### src/software_timer_bank_macros.svh
// Assertion macros for the software timer bank.
// Included by the top level; uses the clk and rst_n of the including scope.
`ifndef SOFTWARE_TIMER_BANK_MACROS_SVH
`define SOFTWARE_TIMER_BANK_MACROS_SVH

`ifndef SYNTHESIS
`define STB_ASSERT(label, prop, msg) \
    label: assert property (@(posedge clk) disable iff (!rst_n) prop) else $error(msg);
`define STB_ASSERT_NEVER(label, expr, msg) \
    label: assert property (@(posedge clk) disable iff (!rst_n) !(expr)) else $error(msg);
`else
`define STB_ASSERT(label, prop, msg)
`define STB_ASSERT_NEVER(label, expr, msg)
`endif

`endif

### src/stb_pkg.sv
// Shared types and constants for the software timer bank.
// No dependencies.
`default_nettype none

package stb_pkg;

    localparam int OP_W   = 3;
    localparam int IDX_W  = 4;
    localparam int MS_W   = 32;
    localparam int CNT_W  = 29;
    localparam int MASK_W = 16;
    localparam int PROD_W = 64;

    // floor(x / 10) == (x * RECIP10) >> RECIP_SHIFT for any 32-bit x
    localparam logic [MS_W-1:0] RECIP10     = 32'hCCCC_CCCD;
    localparam int              RECIP_SHIFT = 35;

    localparam logic [OP_W-1:0] OP_TICK   = 3'd0;
    localparam logic [OP_W-1:0] OP_ATTACH = 3'd1;
    localparam logic [OP_W-1:0] OP_START  = 3'd2;
    localparam logic [OP_W-1:0] OP_STOP   = 3'd3;
    localparam logic [OP_W-1:0] OP_DETACH = 3'd4;

    typedef enum logic [1:0] {
        ST_IDLE,
        ST_MUL,
        ST_EXEC,
        ST_WALK
    } state_t;

    typedef struct packed {
        logic load;
        logic exec;
        logic walk;
        logic finish;
    } cmd_t;

    typedef struct packed {
        logic walk_end;
    } status_t;

endpackage

`default_nettype wire

### src/stb_ram.sv
// Generic single-write, single-read RAM with registered read data.
// No dependencies.
`default_nettype none

module stb_ram #(
    parameter int WIDTH = 29,
    parameter int DEPTH = 16,
    parameter int AW    = (DEPTH > 1) ? $clog2(DEPTH) : 1
) (
    input  wire logic             clk,
    input  wire logic             we,
    input  wire logic [AW-1:0]    waddr,
    input  wire logic [WIDTH-1:0] wdata,
    input  wire logic [AW-1:0]    raddr,
    output logic      [WIDTH-1:0] rdata
);

    logic [WIDTH-1:0] mem [DEPTH];

    always_ff @(posedge clk)
    begin
        if (we)
        begin
            mem[waddr] <= wdata;
        end
        rdata <= mem[raddr];
    end

endmodule

`default_nettype wire

### src/stb_ctrl.sv
// Sequencer for the software timer bank: accepts transactions, steps the datapath.
// Depends on stb_pkg.
`default_nettype none

module stb_ctrl (
    input  wire logic                       clk,
    input  wire logic                       rst_n,
    input  wire logic                       start,
    input  wire logic [stb_pkg::OP_W-1:0]   op,
    input  wire stb_pkg::status_t           status,
    output stb_pkg::cmd_t                   cmd,
    output logic                            busy,
    output logic                            done
);

    stb_pkg::state_t state_reg;
    stb_pkg::state_t state_next;
    logic            done_reg;

    always_ff @(posedge clk or negedge rst_n)
    begin
        if (!rst_n)
        begin
            state_reg <= stb_pkg::ST_IDLE;
            done_reg  <= 1'b0;
        end
        else
        begin
            state_reg <= state_next;
            done_reg  <= cmd.finish;
        end
    end

    always_comb
    begin
        state_next = state_reg;
        case (state_reg)
            stb_pkg::ST_IDLE:
            begin
                if (start)
                begin
                    case (op)
                        stb_pkg::OP_TICK:  state_next = stb_pkg::ST_WALK;
                        stb_pkg::OP_START: state_next = stb_pkg::ST_MUL;
                        default:           state_next = stb_pkg::ST_EXEC;
                    endcase
                end
            end
            stb_pkg::ST_MUL:  state_next = stb_pkg::ST_EXEC;
            stb_pkg::ST_EXEC: state_next = stb_pkg::ST_IDLE;
            stb_pkg::ST_WALK:
            begin
                if (status.walk_end)
                begin
                    state_next = stb_pkg::ST_IDLE;
                end
            end
            default: state_next = stb_pkg::ST_IDLE;
        endcase
    end

    always_comb
    begin
        cmd = '0;
        case (state_reg)
            stb_pkg::ST_IDLE: cmd.load = start;
            stb_pkg::ST_EXEC:
            begin
                cmd.exec   = 1'b1;
                cmd.finish = 1'b1;
            end
            stb_pkg::ST_WALK:
            begin
                cmd.walk   = 1'b1;
                cmd.finish = status.walk_end;
            end
            default: cmd = '0;
        endcase
    end

    assign busy = (state_reg != stb_pkg::ST_IDLE);
    assign done = done_reg;

endmodule

`default_nettype wire

### src/stb_datapath.sv
// Timer state, period conversion and tick walk for the software timer bank.
// Depends on stb_pkg and stb_ram.
`default_nettype none

module stb_datapath #(
    parameter int NUM_TIMERS = 16
) (
    input  wire logic                         clk,
    input  wire logic                         rst_n,
    input  wire stb_pkg::cmd_t                cmd,
    input  wire logic [stb_pkg::OP_W-1:0]     op,
    input  wire logic [stb_pkg::IDX_W-1:0]    timer_index,
    input  wire logic [stb_pkg::MS_W-1:0]     time_ms,
    input  wire logic                         repeat_mode,
    output stb_pkg::status_t                  status,
    output logic      [stb_pkg::MASK_W-1:0]   fire_mask
);

    localparam int AW = (NUM_TIMERS > 1) ? $clog2(NUM_TIMERS) : 1;
    localparam int PW = $clog2(NUM_TIMERS + 1);
    localparam int CW = stb_pkg::CNT_W;

    // latched transaction
    logic [stb_pkg::OP_W-1:0]   op_reg;
    logic [stb_pkg::IDX_W-1:0]  idx_reg;
    logic [stb_pkg::MS_W-1:0]   ms_reg;
    logic                       rep_in_reg;
    logic [stb_pkg::PROD_W-1:0] prod_reg;

    logic [NUM_TIMERS-1:0] att_reg, att_next;
    logic [NUM_TIMERS-1:0] rep_reg, rep_next;
    logic [NUM_TIMERS-1:0] cnt_vld_reg, cnt_vld_next;
    logic [NUM_TIMERS-1:0] rel_vld_reg, rel_vld_next;
    logic                  rd_cvld_reg;
    logic                  rd_rvld_reg;
    logic [PW-1:0]         ptr_reg;
    logic [stb_pkg::MASK_W-1:0] acc_reg, acc_next;
    logic [stb_pkg::MASK_W-1:0] fire_mask_reg;

    logic          idx_ok;
    logic [AW-1:0] op_addr;
    logic [AW-1:0] rd_addr;
    logic [AW-1:0] proc_addr;
    logic          proc_en;
    logic [CW-1:0] cnt_rdata, rel_rdata;
    logic [CW-1:0] cnt_eff, rel_eff;
    logic [CW-1:0] cnt_dec;
    logic [CW-1:0] start_val;
    logic          fire;
    logic          cnt_we, rel_we;
    logic [AW-1:0] cnt_waddr;
    logic [CW-1:0] cnt_wdata;

    always_ff @(posedge clk)
    begin
        if (cmd.load)
        begin
            op_reg     <= op;
            idx_reg    <= timer_index;
            ms_reg     <= time_ms;
            rep_in_reg <= repeat_mode;
        end
        prod_reg <= stb_pkg::PROD_W'(ms_reg) * stb_pkg::PROD_W'(stb_pkg::RECIP10);
        if (cmd.finish)
        begin
            fire_mask_reg <= cmd.walk ? acc_next : '0;
        end
    end

    assign start_val = CW'(prod_reg >> stb_pkg::RECIP_SHIFT) + CW'(1);

    assign idx_ok    = 32'(idx_reg) < NUM_TIMERS;
    assign op_addr   = AW'(idx_reg);
    assign rd_addr   = (32'(ptr_reg) < NUM_TIMERS) ? AW'(ptr_reg) : '0;
    assign proc_addr = AW'(ptr_reg - PW'(1));
    assign proc_en   = cmd.walk && (ptr_reg != '0);

    assign cnt_eff = rd_cvld_reg ? cnt_rdata : '0;
    assign rel_eff = rd_rvld_reg ? rel_rdata : '0;
    assign cnt_dec = cnt_eff - CW'(1);

    always_comb
    begin
        att_next     = att_reg;
        rep_next     = rep_reg;
        cnt_vld_next = cnt_vld_reg;
        rel_vld_next = rel_vld_reg;
        cnt_we       = 1'b0;
        rel_we       = 1'b0;
        cnt_waddr    = op_addr;
        cnt_wdata    = '0;
        fire         = 1'b0;

        if (proc_en)
        begin
            cnt_waddr = proc_addr;
            if (att_reg[proc_addr] && (cnt_eff > CW'(1)))
            begin
                cnt_we    = 1'b1;
                cnt_wdata = cnt_dec;
                if (cnt_dec == CW'(1))
                begin
                    fire = 1'b1;
                    if (rep_reg[proc_addr])
                    begin
                        cnt_wdata = rel_eff;
                    end
                    else
                    begin
                        att_next[proc_addr] = 1'b0;
                    end
                end
            end
        end
        else if (cmd.exec && idx_ok)
        begin
            case (op_reg)
                stb_pkg::OP_ATTACH:
                begin
                    att_next[op_addr] = 1'b1;
                    cnt_we            = 1'b1;
                end
                stb_pkg::OP_START:
                begin
                    cnt_we            = 1'b1;
                    rel_we            = 1'b1;
                    cnt_wdata         = start_val;
                    rep_next[op_addr] = rep_in_reg;
                end
                stb_pkg::OP_STOP:
                begin
                    cnt_we            = 1'b1;
                    rep_next[op_addr] = 1'b0;
                end
                stb_pkg::OP_DETACH: att_next[op_addr] = 1'b0;
                default: cnt_we = 1'b0;
            endcase
        end

        if (cnt_we)
        begin
            cnt_vld_next[cnt_waddr] = 1'b1;
        end
        if (rel_we)
        begin
            rel_vld_next[op_addr] = 1'b1;
        end
    end

    // only timers 0..15 are visible in the mask
    always_comb
    begin
        acc_next = acc_reg;
        for (int b = 0; b < stb_pkg::MASK_W; b++)
        begin
            if (fire && (32'(proc_addr) == b))
            begin
                acc_next[b] = 1'b1;
            end
        end
    end

    always_ff @(posedge clk or negedge rst_n)
    begin
        if (!rst_n)
        begin
            att_reg     <= '0;
            rep_reg     <= '0;
            cnt_vld_reg <= '0;
            rel_vld_reg <= '0;
            rd_cvld_reg <= 1'b0;
            rd_rvld_reg <= 1'b0;
            ptr_reg     <= '0;
            acc_reg     <= '0;
        end
        else
        begin
            att_reg     <= att_next;
            rep_reg     <= rep_next;
            cnt_vld_reg <= cnt_vld_next;
            rel_vld_reg <= rel_vld_next;
            rd_cvld_reg <= cnt_vld_reg[rd_addr];
            rd_rvld_reg <= rel_vld_reg[rd_addr];
            if (cmd.load)
            begin
                ptr_reg <= '0;
                acc_reg <= '0;
            end
            else if (cmd.walk)
            begin
                ptr_reg <= ptr_reg + PW'(1);
                acc_reg <= acc_next;
            end
        end
    end

    stb_ram #(
        .WIDTH (CW),
        .DEPTH (NUM_TIMERS)
    ) u_cnt_ram (
        .clk   (clk),
        .we    (cnt_we),
        .waddr (cnt_waddr),
        .wdata (cnt_wdata),
        .raddr (rd_addr),
        .rdata (cnt_rdata)
    );

    stb_ram #(
        .WIDTH (CW),
        .DEPTH (NUM_TIMERS)
    ) u_rel_ram (
        .clk   (clk),
        .we    (rel_we),
        .waddr (op_addr),
        .wdata (start_val),
        .raddr (rd_addr),
        .rdata (rel_rdata)
    );

    assign status.walk_end = (32'(ptr_reg) == NUM_TIMERS);
    assign fire_mask       = fire_mask_reg;

endmodule

`default_nettype wire

### src/software_timer_bank.sv
// Bank of NUM_TIMERS software timers. Ops other than tick pass through the EXEC state,
// start through MUL then EXEC; done is registered from the finish command. Tick walks
// the timers one per cycle through the count/reload RAM read port. A new transaction
// may be accepted in the cycle done is high. Reset (rst_n, async) detaches and clears
// all timers; count and reload read as zero until written. done is a one-cycle strobe.
`default_nettype none

module software_timer_bank #(
    parameter int NUM_TIMERS = 16
) (
    input  wire logic                          clk,
    input  wire logic                          rst_n,
    input  wire logic                          start,
    output logic                               busy,
    input  wire logic [stb_pkg::OP_W-1:0]      op,
    input  wire logic [stb_pkg::IDX_W-1:0]     timer_index,
    input  wire logic [stb_pkg::MS_W-1:0]      time_ms,
    input  wire logic                          repeat_mode,
    output logic                               done,
    output logic      [stb_pkg::MASK_W-1:0]    fire_mask
);

    stb_pkg::cmd_t    cmd;
    stb_pkg::status_t status;

    stb_ctrl u_ctrl (
        .clk    (clk),
        .rst_n  (rst_n),
        .start  (start),
        .op     (op),
        .status (status),
        .cmd    (cmd),
        .busy   (busy),
        .done   (done)
    );

    stb_datapath #(
        .NUM_TIMERS (NUM_TIMERS)
    ) u_dp (
        .clk         (clk),
        .rst_n       (rst_n),
        .cmd         (cmd),
        .op          (op),
        .timer_index (timer_index),
        .time_ms     (time_ms),
        .repeat_mode (repeat_mode),
        .status      (status),
        .fire_mask   (fire_mask)
    );

`include "software_timer_bank_macros.svh"

    `STB_ASSERT(a_accept_busy, (start && !busy) |=> busy, "accepted transaction not in progress")
    `STB_ASSERT(a_done_single, done |=> !done, "result strobe longer than one cycle")
    `STB_ASSERT_NEVER(a_done_idle, done && busy, "result strobe while busy")
    `STB_ASSERT_NEVER(a_walk_exec, cmd.walk && cmd.exec, "tick walk overlaps op execution")

endmodule

`default_nettype wire
### config.mk
export PLATFORM = sky130hd
export DESIGN_NAME = software_timer_bank
export DESIGN_NICKNAME = d
export VERILOG_FILES = /design/src/stb_pkg.sv /design/src/stb_ram.sv /design/src/stb_ctrl.sv /design/src/stb_datapath.sv /design/src/software_timer_bank.sv
export VERILOG_INCLUDE_DIRS = /design/src /design/src/src
export SDC_FILE = /design/constraint.sdc
export NUM_CORES = 2
export LEC_CHECK = 0
export ABC_CLOCK_PERIOD_IN_PS = 17300
export BUFFER_PORTS_ARGS = -buffer_cell sky130_fd_sc_hd__clkbuf_2
export CORE_ASPECT_RATIO = 1.4
export CORE_MARGIN = 4
export CORE_UTILIZATION = 30
export CTS_BUF_LIST = sky130_fd_sc_hd__clkbuf_8 sky130_fd_sc_hd__clkbuf_16
export DETAILED_ROUTE_END_ITERATION = 6
export GPL_ROUTABILITY_DRIVEN = 0
export HOLD_SLACK_MARGIN = 0.03
export MAX_ROUTING_LAYER = met4
export PLACE_DENSITY = 0.4
export SYNTH_ARGS = -nofsm -noshare
export SYNTH_HDL_FRONTEND = slang
export SYNTH_SLANG_ARGS = --single-unit
### constraint.sdc
create_clock -name clk -period 17.3 [get_ports clk]
set_input_delay 2.595 -clock clk [delete_from_list [all_inputs] [get_ports clk]]
set_output_delay 2.595 -clock clk [all_outputs]
set_load 0.01 [all_outputs]
==> reports/summary.txt <==
Yosys cell types: 81
largest net degree at the start of global routing: 104
fin. max-slew vios: 0
Hold WC Path Type: reg -> reg
CTS Sinks: 1,161
XOR/XNOR Fraction of Synth Area: 1.67%
post-synthesis compound-gate area fraction: 10.3%
hold-fix buffers at CTS: 0
status: complete, no violations
wire length on met3: 4650 µm
WL/cell: 25.6 µm
total number of vias: 38,900
non-filler instance count after layout: 7,912
vias in the first global route: 41,600
critical path class: reg -> reg
main area contributors after synthesis: edfxtp_1 46%, fa_1 12%, ha_1 7.0%, dfrtp_1 3.5%, inv_1 3.5%
Slew headroom: 14.9%
predominant post-synthesis flop cell: edfxtp_1
area delta synth->final: 13.2%
GRT Total Usage: 18.9%
fin util: 34.2%
Fmax: 0.128 GHz
PortBufs: 60
DRC: 0
wire length on met2: 110,000 µm
die footprint: 219,000 µm²
fin crit period: 7820 ps
Synth Area in Simple Gates: 4.79%
multiplexer share of the synthesized area: 6.37%
clock buffer depth: 3
H-tree depth: 3
Clock Latency Late Sink: 730 ps
Placed Cells: 7,678
Setup Fix Bufs, Post-CTS: 0
TNS Setup: 0 ps
CTS tree: built
number of synthesized flops with an enable pin: 984
Fin. Hold Viols: 0
post-CTS sizing: 0
Die Y: 553 µm
RSZ-0062 raised after global routing: no
sum of routed wire segments on met1: 82,100 µm
crit path DAT: 8470 ps
TritonCTS buffer count: 121
layout cells sized above 1: 12.8%
Vias/cell: 4.91
ANT nets after route: 0
biggest area consumer among synthesized cells: edfxtp_1
Congestion Overflow GR: 0
# nets final: 5,772
fin crit share: 45.2%
Core Region: 210,000 µm²
Worst Path Required: 17,950 ps
Worst Tran Pin Value: 1270 ps
# rows: 199
post-DP HPWL: 136,000 µm
CP startpoint kind: register
total I/O pin count: 61
Initial DRC Count: 2,335
max cap viols: 0
register area: 33,600 µm²
cells after synthesis: 4,916
Worst setup EP type: register
Commonest cells post-synth: 984 x edfxtp_1, 600 x inv_1, 387 x fa_1
highest metal used: met4
register area share after synthesis: 52.7%
synthesized cell area: 63,600 µm²
worst-path maximum fanout: 9
# setup viols final: 0
Syn. warnings: 0
CTS clk-pin slew, worst paths: 70 ps
area share of the largest cell type after synthesis: 46.5%
asr flop ratio synth: 7.75%
Post-Route Skew: 36.3 ps
wire length of the first global-routing pass: 297,000 µm
Post-Synth Adder-Cell Area: 19.2%
Multi-input gate area: 27,200 µm²
initial antenna violation count: 2
Initial Util: 30.2%
clock root buffer: clkbuf_16
Net Count, Synth: 5,701
Die X-Extent: 397 µm
count leader, synth: edfxtp_1
Post-Route WL: 202,000 µm
first-pass iteration count of the detailed router: 6
Worst R2R Setup Slack: 9480 ps
synthesized flop and latch total: 1,161
largest family of logic cells by synthesized area: adder cells
fill count: 20,700
syn avg cell area: 12.9 µm²
routing by layer:
metal | vias to the layer above | GRT usage (%)
li1 | 17900 | -
met5 | - | -
met2 | 575 | 34.9
met3 | 247 | 1.56
met1 | 20200 | 21.9
met4 | 0 | 4.93
metrics by stage:
step                      worst slack, ps  hold slack (ps)  cell area (µm²)
after floorplan                     10540              427            63600
after global placement               9510              441            67800
after detailed placement             9440              447            67800
after CTS                            9400              460            72000
after global routing                 9120              479            72000
final                                9480              459            72000
cell families (layout without fill, tap and decap cells):
logic type | count (synthesis) | after routing
simple gates | 624 | 624
other cells | 0 | 2
flops | 1161 | 1161
fa+ha+maj | 742 | 742
mux | 371 | 371
xor+xnor | 121 | 121
buf+inv | 832 | 1012
compound gates | 1065 | 1065
placed cells by master, fill, tap and decap left out, types with 18 or more instances in the layout:
master	instances
a21o_1	42
a21oi_1	314
a221oi_1	62
a22oi_1	93
a31oi_1	24
and2_1	18
buf_4	117
clkbuf_16	124
clkbuf_2	59
clkinv_2	23
dfrtp_1	86
dfxtp_1	87
edfxtp_1	984
fa_1	387
ha_1	355
inv_1	636
mux2_2	181
mux2i_1	181
nand2_1	184
nand3_1	108
nand4_1	27
nor2_1	109
nor2_4	31
nor3_1	23
o21ai_0	325
o21ai_1	23
o221ai_1	61
o31ai_1	22
or2_2	33
xnor2_1	57
xor2_1	63
area by class of cell:
class,count,area share (%)
sequential,1161,46.6
multi-input combinational,2923,37.8
tap,2814,4.89
clock buffer,135,4.52
inverter,601,3.14
timing repair buffer,179,1.71
clock inverter,97,1.29
antenna,2,0.00696
path summary, 6_finish.rpt:
path,from,end,depth (start not counted)
max,u_dp.ms_reg[8],u_dp.prod_reg[63],21
min,u_dp.cnt_vld_reg[8],u_dp.cnt_vld_reg[8],1
max reg2reg,u_dp.ms_reg[8],u_dp.prod_reg[63],21
min reg2reg,u_dp.cnt_vld_reg[8],u_dp.cnt_vld_reg[8],1
max in group asynchronous,rst_n,u_dp.ptr_reg[1],2
min in group asynchronous,rst_n,u_dp.rep_reg[14],1
worst max-delay path, stage by stage, from the launching register on:
cell and delay, ps:
edfxtp_1 530, ha_1 520, xnor2_1 400, o21ai_0 190, fa_1 560, inv_1 60, fa_1 490, fa_1 580
inv_1 60, fa_1 450, fa_1 510, fa_1 440, ha_1 360, a21oi_1 200, o21ai_0 180, a311o_1 350
a221oi_1 450, o22ai_1 340, o31a_1 440, a211o_1 300, a21oi_1 180, xnor2_1 130
Power is left out: the tool's default activity adds up to more than one toggle a clock period on the data nets, which glitch-free logic cannot reach.
